[src/hdl/ac4_sample_entry_scanner_macros.svh]
// ----------------------------------------------------------------------------
// AC-4 sample entry scanner assertion macros
// Shared assertion forms; each expects clk and rst in the enclosing module.
// ----------------------------------------------------------------------------
`ifndef AC4_SAMPLE_ENTRY_SCANNER_MACROS_SVH
`define AC4_SAMPLE_ENTRY_SCANNER_MACROS_SVH

// Same-cycle implication, disabled during reset
`define AC4_ASSERT_SAME(label, ante, cons) \
  label: assert property (@(posedge clk) disable iff (rst) (ante) |-> (cons)) \
    else $error("ac4 scanner same-cycle check failed");

// Next-cycle implication, disabled during reset
`define AC4_ASSERT_NEXT(label, ante, cons) \
  label: assert property (@(posedge clk) disable iff (rst) (ante) |=> (cons)) \
    else $error("ac4 scanner next-cycle check failed");

`endif

[src/hdl/ac4se_pkg.sv]
// ----------------------------------------------------------------------------
// AC-4 sample entry scanner package
// Phase codes, fourcc, box offsets, rate constants and the result record.
// ----------------------------------------------------------------------------
package ac4se_pkg;

  // Scan phase of the current block
  typedef enum logic [1:0] {
    PH_SEARCH  = 2'd0,
    PH_CAPTURE = 2'd1,
    PH_DONE    = 2'd2
  } phase_t;

  // 'a' 'c' '-' '4'
  localparam logic [31:0] FOURCC_AC4 = 32'h6163_2D34;

  // Bytes that must precede the current one for a valid match
  localparam logic [2:0] BYTES_BEFORE = 3'd7;

  // Box offsets (from the start of the size word)
  localparam logic [5:0] OFS_FIRST = 6'd8;
  localparam logic [5:0] OFS_REF   = 6'd14;
  localparam logic [5:0] OFS_CHAN  = 6'd24;
  localparam logic [5:0] OFS_DEPTH = 6'd26;
  localparam logic [5:0] OFS_FREQ  = 6'd32;
  localparam logic [5:0] OFS_DAC4  = 6'd36;
  localparam logic [5:0] OFS_DSI   = 6'd44;
  localparam logic [5:0] OFS_LAST  = 6'd46;

  localparam logic [15:0] RATE_FS0 = 16'd44100;
  localparam logic [15:0] RATE_FS1 = 16'd48000;

  // One result beat
  typedef struct packed {
    logic        found;
    logic [15:0] data_ref_idx;
    logic [15:0] chan_count;
    logic [15:0] bits_per_sample;
    logic [15:0] sampling_frequency_field;
    logic [15:0] rate_hz;
    logic [31:0] specific_box_size;
    logic [2:0]  dsi_version;
    logic [6:0]  stream_version;
    logic        rate_sel;
    logic [3:0]  frame_rate_code;
    logic [8:0]  presentation_count;
  } result_t;

endpackage

[src/hdl/ac4se_parse.sv]
// ----------------------------------------------------------------------------
// AC-4 sample entry parse core
// Scans accepted bytes for the fourcc, captures the box fields and forms
// the result beat of the byte at hand.
// ----------------------------------------------------------------------------
module ac4se_parse (
  input  logic               clk,
  input  logic               rst,
  input  logic               take,
  input  logic [7:0]         data_byte,
  input  logic               end_of_block,
  output logic               res_valid,
  output ac4se_pkg::result_t res
);

  ac4se_pkg::phase_t phase, phase_next;
  logic [2:0]  bytes_seen, bytes_seen_next;
  logic [5:0]  box_offset, box_offset_next;
  logic [31:0] byte_window, byte_window_next;
  logic [15:0] ref_index, ref_index_next;
  logic [15:0] channels, channels_next;
  logic [15:0] depth, depth_next;
  logic [15:0] freq, freq_next;
  logic [31:0] dac4_size, dac4_size_next;
  logic [23:0] dsi_bits, dsi_bits_next;
  logic        complete;
  logic        miss;
  logic        fs;

  // Next state for the byte at the input
  always_comb begin
    phase_next       = phase;
    bytes_seen_next  = bytes_seen;
    box_offset_next  = box_offset;
    byte_window_next = {byte_window[23:0], data_byte};
    ref_index_next   = ref_index;
    channels_next    = channels;
    depth_next       = depth;
    freq_next        = freq;
    dac4_size_next   = dac4_size;
    dsi_bits_next    = dsi_bits;
    complete         = 1'b0;

    case (phase)
      ac4se_pkg::PH_SEARCH: begin
        if (byte_window_next == ac4se_pkg::FOURCC_AC4 &&
            bytes_seen == ac4se_pkg::BYTES_BEFORE) begin
          phase_next      = ac4se_pkg::PH_CAPTURE;
          box_offset_next = ac4se_pkg::OFS_FIRST;
        end
      end
      ac4se_pkg::PH_CAPTURE: begin
        // shift the byte into the field that owns this offset
        if (box_offset == ac4se_pkg::OFS_REF ||
            box_offset == ac4se_pkg::OFS_REF + 6'd1) begin
          ref_index_next = {ref_index[7:0], data_byte};
        end
        if (box_offset == ac4se_pkg::OFS_CHAN ||
            box_offset == ac4se_pkg::OFS_CHAN + 6'd1) begin
          channels_next = {channels[7:0], data_byte};
        end
        if (box_offset == ac4se_pkg::OFS_DEPTH ||
            box_offset == ac4se_pkg::OFS_DEPTH + 6'd1) begin
          depth_next = {depth[7:0], data_byte};
        end
        if (box_offset == ac4se_pkg::OFS_FREQ ||
            box_offset == ac4se_pkg::OFS_FREQ + 6'd1) begin
          freq_next = {freq[7:0], data_byte};
        end
        if (box_offset >= ac4se_pkg::OFS_DAC4 &&
            box_offset <= ac4se_pkg::OFS_DAC4 + 6'd3) begin
          dac4_size_next = {dac4_size[23:0], data_byte};
        end
        if (box_offset >= ac4se_pkg::OFS_DSI &&
            box_offset <= ac4se_pkg::OFS_LAST) begin
          dsi_bits_next = {dsi_bits[15:0], data_byte};
        end
        if (box_offset >= ac4se_pkg::OFS_LAST) begin
          complete   = 1'b1;
          phase_next = ac4se_pkg::PH_DONE;
        end else begin
          box_offset_next = box_offset + 6'd1;
        end
      end
      default: begin
        // done: ignore bytes until the block ends
      end
    endcase

    if (bytes_seen != ac4se_pkg::BYTES_BEFORE) begin
      bytes_seen_next = bytes_seen + 3'd1;
    end

    // block ended without a complete box
    miss = end_of_block && !complete &&
           (phase == ac4se_pkg::PH_SEARCH || phase == ac4se_pkg::PH_CAPTURE);

    // restart the scan after the final byte
    if (end_of_block) begin
      phase_next      = ac4se_pkg::PH_SEARCH;
      bytes_seen_next = 3'd0;
      box_offset_next = 6'd0;
    end
  end

  // Form the result beat
  always_comb begin
    fs                           = complete & dsi_bits_next[13];
    res_valid                    = take & (complete | miss);
    res.found                    = complete;
    res.data_ref_idx             = complete ? ref_index_next : 16'd0;
    res.chan_count               = complete ? channels_next : 16'd0;
    res.bits_per_sample          = complete ? depth_next : 16'd0;
    res.sampling_frequency_field = complete ? freq_next : 16'd0;
    res.rate_hz                  = fs ? ac4se_pkg::RATE_FS1 : ac4se_pkg::RATE_FS0;
    res.specific_box_size        = complete ? dac4_size_next : 32'd0;
    res.dsi_version              = complete ? dsi_bits_next[23:21] : 3'd0;
    res.stream_version           = complete ? dsi_bits_next[20:14] : 7'd0;
    res.rate_sel                 = fs;
    res.frame_rate_code          = complete ? dsi_bits_next[12:9] : 4'd0;
    res.presentation_count       = complete ? dsi_bits_next[8:0] : 9'd0;
  end

  // Hold scan control state
  always_ff @(posedge clk) begin
    if (rst) begin
      phase      <= ac4se_pkg::PH_SEARCH;
      bytes_seen <= 3'd0;
      box_offset <= 6'd0;
    end else if (take) begin
      phase      <= phase_next;
      bytes_seen <= bytes_seen_next;
      box_offset <= box_offset_next;
    end
  end

  // Advance window and field registers
  always_ff @(posedge clk) begin
    if (take) begin
      byte_window <= byte_window_next;
      ref_index   <= ref_index_next;
      channels    <= channels_next;
      depth       <= depth_next;
      freq        <= freq_next;
      dac4_size   <= dac4_size_next;
      dsi_bits    <= dsi_bits_next;
    end
  end

  `include "ac4_sample_entry_scanner_macros.svh"

  `AC4_ASSERT_NEXT(a_restart, take && end_of_block, phase == ac4se_pkg::PH_SEARCH && bytes_seen == 3'd0)
  `AC4_ASSERT_SAME(a_offset_range, phase == ac4se_pkg::PH_CAPTURE, box_offset >= ac4se_pkg::OFS_FIRST && box_offset <= ac4se_pkg::OFS_LAST)
  `AC4_ASSERT_SAME(a_found_at_end, res_valid && res.found, phase == ac4se_pkg::PH_CAPTURE && box_offset == ac4se_pkg::OFS_LAST)

endmodule

[src/hdl/ac4se_out_buf.sv]
// ----------------------------------------------------------------------------
// AC-4 sample entry output buffer
// Two-entry result buffer: an output register plus a skid register, so the
// input side keeps a registered ready.
// ----------------------------------------------------------------------------
module ac4se_out_buf (
  input  logic               clk,
  input  logic               rst,
  input  logic               push,
  input  ac4se_pkg::result_t push_data,
  output logic               space,
  output logic               out_valid,
  input  logic               out_ready,
  output ac4se_pkg::result_t head
);

  ac4se_pkg::result_t skid;
  logic               head_valid;
  logic               skid_valid;
  logic               pop;

  assign pop       = head_valid & out_ready;
  assign out_valid = head_valid;
  assign space     = ~skid_valid;

  // Track occupancy
  always_ff @(posedge clk) begin
    if (rst) begin
      head_valid <= 1'b0;
      skid_valid <= 1'b0;
    end else if (pop) begin
      head_valid <= skid_valid | push;
      skid_valid <= skid_valid & push;
    end else if (!head_valid) begin
      head_valid <= push;
    end else if (push) begin
      skid_valid <= 1'b1;
    end
  end

  // Move result beats
  always_ff @(posedge clk) begin
    if (pop) begin
      if (skid_valid) begin
        head <= skid;
        if (push) begin
          skid <= push_data;
        end
      end else if (push) begin
        head <= push_data;
      end
    end else if (!head_valid) begin
      if (push) begin
        head <= push_data;
      end
    end else if (push) begin
      skid <= push_data;
    end
  end

  `include "ac4_sample_entry_scanner_macros.svh"

  `AC4_ASSERT_SAME(a_skid_behind_head, skid_valid, head_valid)
  `AC4_ASSERT_SAME(a_miss_rate, head_valid && !head.found, head.rate_hz == ac4se_pkg::RATE_FS0 && head.specific_box_size == 32'd0)

endmodule

[src/hdl/ac4_sample_entry_scanner.sv]
// ----------------------------------------------------------------------------
// AC-4 sample entry scanner
// Scans a metadata block byte by byte for the first 'ac-4' sample entry and
// reports its fields, or a not-found beat when the block ends first.
// ----------------------------------------------------------------------------
//  channel | handshake            | payload
//  in      | in_valid / in_ready  | data_byte, end_of_block
//  out     | out_valid / out_ready| found ... presentation_count
//
//  One byte is taken per cycle while in_ready is high; each byte is parsed
//  in a single pass of compare and capture logic, and its result beat lands
//  in the result buffer on the same edge. A two-entry result buffer keeps
//  in_ready a register, so input stalls only when two results wait at the
//  output. Reset clears the scan phase, byte count and the result buffer.
// ----------------------------------------------------------------------------
module ac4_sample_entry_scanner (
  input  logic        clk,
  input  logic        rst,
  input  logic        in_valid,
  output logic        in_ready,
  input  logic [7:0]  data_byte,
  input  logic        end_of_block,
  output logic        out_valid,
  input  logic        out_ready,
  output logic        found,
  output logic [15:0] data_ref_idx,
  output logic [15:0] chan_count,
  output logic [15:0] bits_per_sample,
  output logic [15:0] sampling_frequency_field,
  output logic [15:0] rate_hz,
  output logic [31:0] specific_box_size,
  output logic [2:0]  dsi_version,
  output logic [6:0]  stream_version,
  output logic        rate_sel,
  output logic [3:0]  frame_rate_code,
  output logic [8:0]  presentation_count
);

  logic               take;
  logic               res_valid;
  ac4se_pkg::result_t res;
  ac4se_pkg::result_t head;

  // Accept a byte beat
  assign take = in_valid & in_ready;

  ac4se_parse u_parse (
    .clk          (clk),
    .rst          (rst),
    .take         (take),
    .data_byte    (data_byte),
    .end_of_block (end_of_block),
    .res_valid    (res_valid),
    .res          (res)
  );

  ac4se_out_buf u_out_buf (
    .clk       (clk),
    .rst       (rst),
    .push      (res_valid),
    .push_data (res),
    .space     (in_ready),
    .out_valid (out_valid),
    .out_ready (out_ready),
    .head      (head)
  );

  // Drive the result ports
  assign found                    = head.found;
  assign data_ref_idx             = head.data_ref_idx;
  assign chan_count               = head.chan_count;
  assign bits_per_sample          = head.bits_per_sample;
  assign sampling_frequency_field = head.sampling_frequency_field;
  assign rate_hz                  = head.rate_hz;
  assign specific_box_size        = head.specific_box_size;
  assign dsi_version              = head.dsi_version;
  assign stream_version           = head.stream_version;
  assign rate_sel                 = head.rate_sel;
  assign frame_rate_code          = head.frame_rate_code;
  assign presentation_count       = head.presentation_count;

endmodule
[config.mk]
export PLATFORM = sky130hd
export DESIGN_NAME = ac4_sample_entry_scanner
export DESIGN_NICKNAME = d
export VERILOG_FILES = /design/src/hdl/ac4se_pkg.sv /design/src/hdl/ac4se_parse.sv /design/src/hdl/ac4se_out_buf.sv /design/src/hdl/ac4_sample_entry_scanner.sv
export VERILOG_INCLUDE_DIRS = /design/src /design/src/hdl
export SDC_FILE = /design/constraint.sdc
export NUM_CORES = 1
export LEC_CHECK = 0
export ABC_AREA = 1
export BUFFER_PORTS_ARGS = -buffer_cell sky130_fd_sc_hd__buf_2
export CAP_MARGIN = 20
export CORE_MARGIN = 4
export CORE_UTILIZATION = 60
export CTS_CLUSTER_SIZE = 8
export DETAILED_ROUTE_END_ITERATION = 12
export MAX_ROUTING_LAYER = met4
export PLACE_DENSITY = 0.78
export SYNTH_ARGS = -nofsm -noshare
export SYNTH_HDL_FRONTEND = slang
export SYNTH_SLANG_ARGS = --single-unit
[constraint.sdc]
create_clock -name clk -period 13.69 [get_ports clk]
set_input_delay 0.6845 -clock clk [delete_from_list [all_inputs] [get_ports clk]]
set_output_delay 0.6845 -clock clk [all_outputs]
set_load 0.03 [all_outputs]
### Word level (Yosys, flattened, before mapping)

Cells that the tools add are included.
W data, S select, Z words.

* word-level logic and storage cells: 136
* register bits: 431
* input port bits: 13
* output and inout bits: 139

* multiplexer cells: 47
* eq/ne operators: 17
* bitwise logic cells: 8
* order comparisons: 5
* add/sub/neg operators: 2
* reductions and logical operators: 21

Operators by type and width (number)
* $mux W137: 8
* $mux W16: 12
* $mux W32: 3
* $mux W24: 2
* $eq A32 B31 Y1 const B: 1
* $eq A6 B5 Y1 const B: 4
* $ge A6 B6 Y1 const B: 3
* $mux W6: 3
* $mux W13: 1
* $eq A6 B4 Y1 const B: 2
* $eq A6 B6 Y1 const B: 2
* $le A6 B6 Y1 const B: 2
* $pmux W6 S2: 1
* $mux W3: 3
* $mux W9: 1
* $reduce_and A4 Y1: 2
* $mux W1: 7
* $mux W7: 1
* $add A6 B1 Y6 const B: 1
* $mux W2: 3
* $ne A3 B2 Y1 const B: 2
* $ne A3 B3 Y1 const B: 2
* $reduce_and A2 Y1: 3
* $reduce_bool A2 Y1: 3
* other kinds (15): 28

### Depth between registers and ports, before layout

* depth after elaboration: 11
* gate-level depth with buffers: 15

### Cells and area by module

From an unflattened synthesis, not the netlist that was laid out.

* cells, all modules: 2155
* area, all modules: 20068.0 um^2

By module, submodules not included
* ac4se_out_buf: times used 1, cells an instance 1173, seq. area each 8267.9 um^2, area each 11903.9 um^2
* ac4se_parse: times used 1, cells an instance 980, seq. area each 4544.4 um^2, area each 8156.6 um^2
* ac4_sample_entry_scanner: times used 1, cells an instance 2, seq. area each 0.0 um^2, area each 7.5 um^2

### Least setup slack after synthesis

No wires, ideal clock.

* path kind: input to register
* start: input port in_valid
* end: register u_out_buf.skid[0] (netlist bit) (enable)
* setup time: 644 ps
* data required time: 13046 ps
* data arrival time: 10463 ps
* slack: 2583 ps
* cell stages on the path: 8
* path through: nand2_1 > inv_1 > nand3_4 > nand2_2 > inv_2 > buf_4 > buf_2 > a21oi_1

RTL lines
* start: declaration: line ac4_sample_entry_scanner.sv:19 `input logic in_valid,`
* end signal: assignment: line ac4se_out_buf.sv:47 `skid <= push_data;`
* end signal: assignment: line ac4se_out_buf.sv:57 `skid <= push_data;`
* end: declaration: line ac4se_out_buf.sv:17 `ac4se_pkg::result_t skid;`

### Worst setup path after layout

* start: register u_out_buf.skid_valid
* end: register u_out_buf.skid[135] (netlist bit) (enable)

* longest elaborated chain between the ends: 2

Ends and longest elaborated chain
* start: declaration: line ac4se_out_buf.sv:19 `logic skid_valid;`
* start signal: assignment: line ac4se_out_buf.sv:33 `skid_valid <= skid_valid & push;`
* $ne A2 B1 Y1 (no line)
* $reduce_and A2 Y1 (no line)

Every way passes these cells.
A chain may end at the register's enable or synchronous reset.

==> qor.yml <==
cp_data_required_time_ns: 13.88
total_power_w: 0.00321
nets: 2086
fin_crit_sh_pct: 34.1
syn-num-nets: 1955
remaining_drc_errors: 0
antenna_found_initial: 1
combPwrFrac_pct: 11.9
tightest_slew_ns: 1.05
rsz0062_at_grt: "no"
crit_type: "flop to flop"
core_region_area_um2: 30800
drive_gt1_share_pct: 14.6
fmax_mhz: 214
first_pass_iters: 6
outcome: "finished clean"
avgViaCountPerCell: 5.52
switchingPower_w: 0.000848
ys_types: 34
final_cell_area_um2: 21500
setup_viol: 0
grt_max_degree: 104
critPathMostFrequentCell: "buf_4"
syn2layout_area_growth_pct: 13.3
grt_usage_pct: 26.1
grt_overflow_total: 0
crit_chain: "inv_1 > nand2_1 > inv_6 > nand3_4 > nand2_2 > inv_4 > a21oi_4 > buf_4 > buf_4"
sequentialPowerShare_pct: 48.8
critPathArrivalTime_ns: 4.85
dp_hpwl_um: 25900
grt_pass1_wl_um: 69200
port_buffers: 151
final_hold_viol_count: 0
hold_path.class: "primary input to flop"
start_util_pct: 61.4
power_frac_clock_pct: 39.3
period_minus_slack_ns: 4.66
die_w_um: 186
wl_per_cell_um: 17.7
cts_tree: "done"
seq_area_frac_synth_pct: 65.3
cts_sinks: 416
worstSetupStartpointType: "flop"
p_int_w: 0.00237
critical_path.max_stage_delay_ns: 0.86
yosysWarnings: 0
vias: 13662
relSlewSlack_pct: 29.9
vdd_drop_max_mv: 0.106
dpl.cell_count: 2401
final_cells: 2476
place.gp.congestion: 0.831
cts-buffers-inserted: 58
cts_root_buf: "clkbuf_16"
postPlaceCellArea_um2: 19900
htree_levels: 2
cts_max_path_buffers: 3
fin_setup_tns_ns: 0
drt_wl_total_um: 43800
cts.clk_slew.worst_paths_ns: 0.05
holdWs_ns: 0.408
p_sw_share_pct: 26.4
whs_path_depth: 2
grt_pass1_vias: 13230
p_per_area_nw_per_um2: 150
avgSynthCellArea_um2: 9.78
cts_setup_buffers: 0
final_antenna_net_count: 0
die_area_um2: 34500
postCtsHoldBufs: 0
synth.cell_area_um2: 18900
syn_inst: 1936
skew_ns: 0.0174
slowest_stage: "buf_4"
worstPathMaxFanout: 78
drt_iter0_drc: 1514
cts_resized: 0
die_y_um: 186
clk_latency_ns: 0.59
num_io_pins: 152
end_kind: "flop"
maxCapViolCount: 0
r2r_cells: 9
finalMaxSlewViolations: 0
placementRows: 64
p_leak_nw: 9.57
ys_seq_elements: 416
==> layer usage <==
metal  GRT usage, %  vias up  wire, um
met5              -        -         0
met4           8.10        0      1260
met3           5.24      107      3770
met2           41.5      625     20500
met1           34.4     6433     18200
li1               -     6497         -
==> logic make-up after synthesis <==
group	after synthesis	share of synthesized area (%)
fa+ha+maj	6	0.397
buf+inv	414	8.84
compound gates	243	6.82
xor+xnor	2	0.0925
simple gates	855	18.6
flops	416	65.3
==> layout by cell type (no fill, tap or decap), drive strengths merged <==
cell type / instances
nand2: 431
edfxtp: 403
inv: 315
nor2: 267
buf: 165
a21oi: 133
nand3: 103
o21ai: 91
clkbuf: 68
or2: 42
dfxtp: 13
a31oi: 9
clkinv: 9
o21a: 8
ha: 6
nor3: 5
nand4: 3
nand3b: 2
xor2: 2
diode: 1
and2: 1
o22ai: 1
nor4: 1
o211a: 1
==> final cells by class <==
type	instances	area, um2
flip-flops and latches	416	12400
fillers	2217	9370
multi-input cells	1106	4940
clock buffers	68	1500
inverters	320	1210
repair buffers	165	881
well taps	396	495
clock inverters	4	67.6
diodes	1	2.50
==> worst max-delay path: cells and delay by family (launching register included) <==
kind	cells	cell delay [ns]
buffers and inverters	5	2.57
and+or+nand+nor	3	1.08
DFF	1	0.30
AOI/OAI and AO/OA	1	0.19
==> synthesized netlist by cell type <==
library cell | n | share of area (%)
a21oi_1 | 133 | 3.5
a31oi_1 | 9 | 0.30
and2_1 | 1 | 0.033
buf_1 | 6 | 0.12
buf_2 | 41 | 1.1
buf_4 | 4 | 0.16
buf_6 | 7 | 0.42
clkbuf_1 | 36 | 0.71
clkinv_1 | 7 | 0.14
dfxtp_1 | 13 | 1.4
edfxtp_1 | 403 | 64
ha_1 | 6 | 0.40
inv_1 | 303 | 6.0
inv_2 | 10 | 0.20
nand2_1 | 427 | 8.5
nand2_2 | 3 | 0.099
nand2_4 | 1 | 0.059
nand3_1 | 101 | 2.7
nand3_2 | 1 | 0.053
nand3_4 | 1 | 0.093
nand3b_1 | 2 | 0.079
nand4_1 | 3 | 0.099
nor2_1 | 267 | 5.3
nor3_1 | 4 | 0.11
nor3_4 | 1 | 0.086
nor4_1 | 1 | 0.033
o211a_1 | 1 | 0.053
o21a_1 | 8 | 0.32
o21ai_0 | 60 | 1.6
o21ai_1 | 21 | 0.56
o21ai_2 | 10 | 0.46
o22ai_1 | 1 | 0.033
or2_2 | 42 | 1.4
xor2_1 | 2 | 0.093
==> power groups by stage <==
stage	logic [W]	clock network (W)	registers, W
3_5_place_dp	0.000384	0	0.00159
5_1_grt	0.000413	0.00133	0.00158
4_1_cts	0.000387	0.00128	0.00157
6_report	0.000383	0.00126	0.00157
2_1_floorplan	0.000113	0	0.00174
3_3_place_gp	0.000377	0	0.00159
==> path summary, 6_finish.rpt <==
path,from,end,slack (ns)
setup / recovery,u_out_buf.skid_valid,u_out_buf.skid[135],9.03
hold / removal,rst,u_parse.bytes_seen[1],0.41
setup reg to reg,u_out_buf.skid_valid,u_out_buf.skid[135],9.03
hold reg to reg,u_parse.byte_window[13],u_parse.byte_window[21],0.44
==> metrics by stage <==
| stage | util, % | setup WS [ns] |
|---|---|---|
| 2_1_floorplan | - | 2.58 |
| 3_3_place_gp | 64.4 | 8.78 |
| 3_5_place_dp | 64.4 | 8.70 |
| 4_1_cts | 69.5 | 8.99 |
| 5_1_grt | 69.6 | 8.67 |
| 6_report | 69.6 | 9.03 |
==> sequential cells by signal, summed over array words and instances (netlist names) <==
| name | cells |
|---|---|
| u_out_buf.head | 137 |
| u_out_buf.out_valid | 1 |
| u_out_buf.skid | 122 |
| u_out_buf.skid_valid | 1 |
| u_parse.box_offset | 6 |
| u_parse.byte_window | 24 |
| u_parse.bytes_seen | 3 |
| u_parse.channels | 16 |
| u_parse.dac4_size | 32 |
| u_parse.depth | 16 |
| u_parse.dsi_bits | 24 |
| u_parse.freq | 16 |
| u_parse.phase | 2 |
| u_parse.ref_index | 16 |
Note: power is estimated with default switching activity, not from simulation.
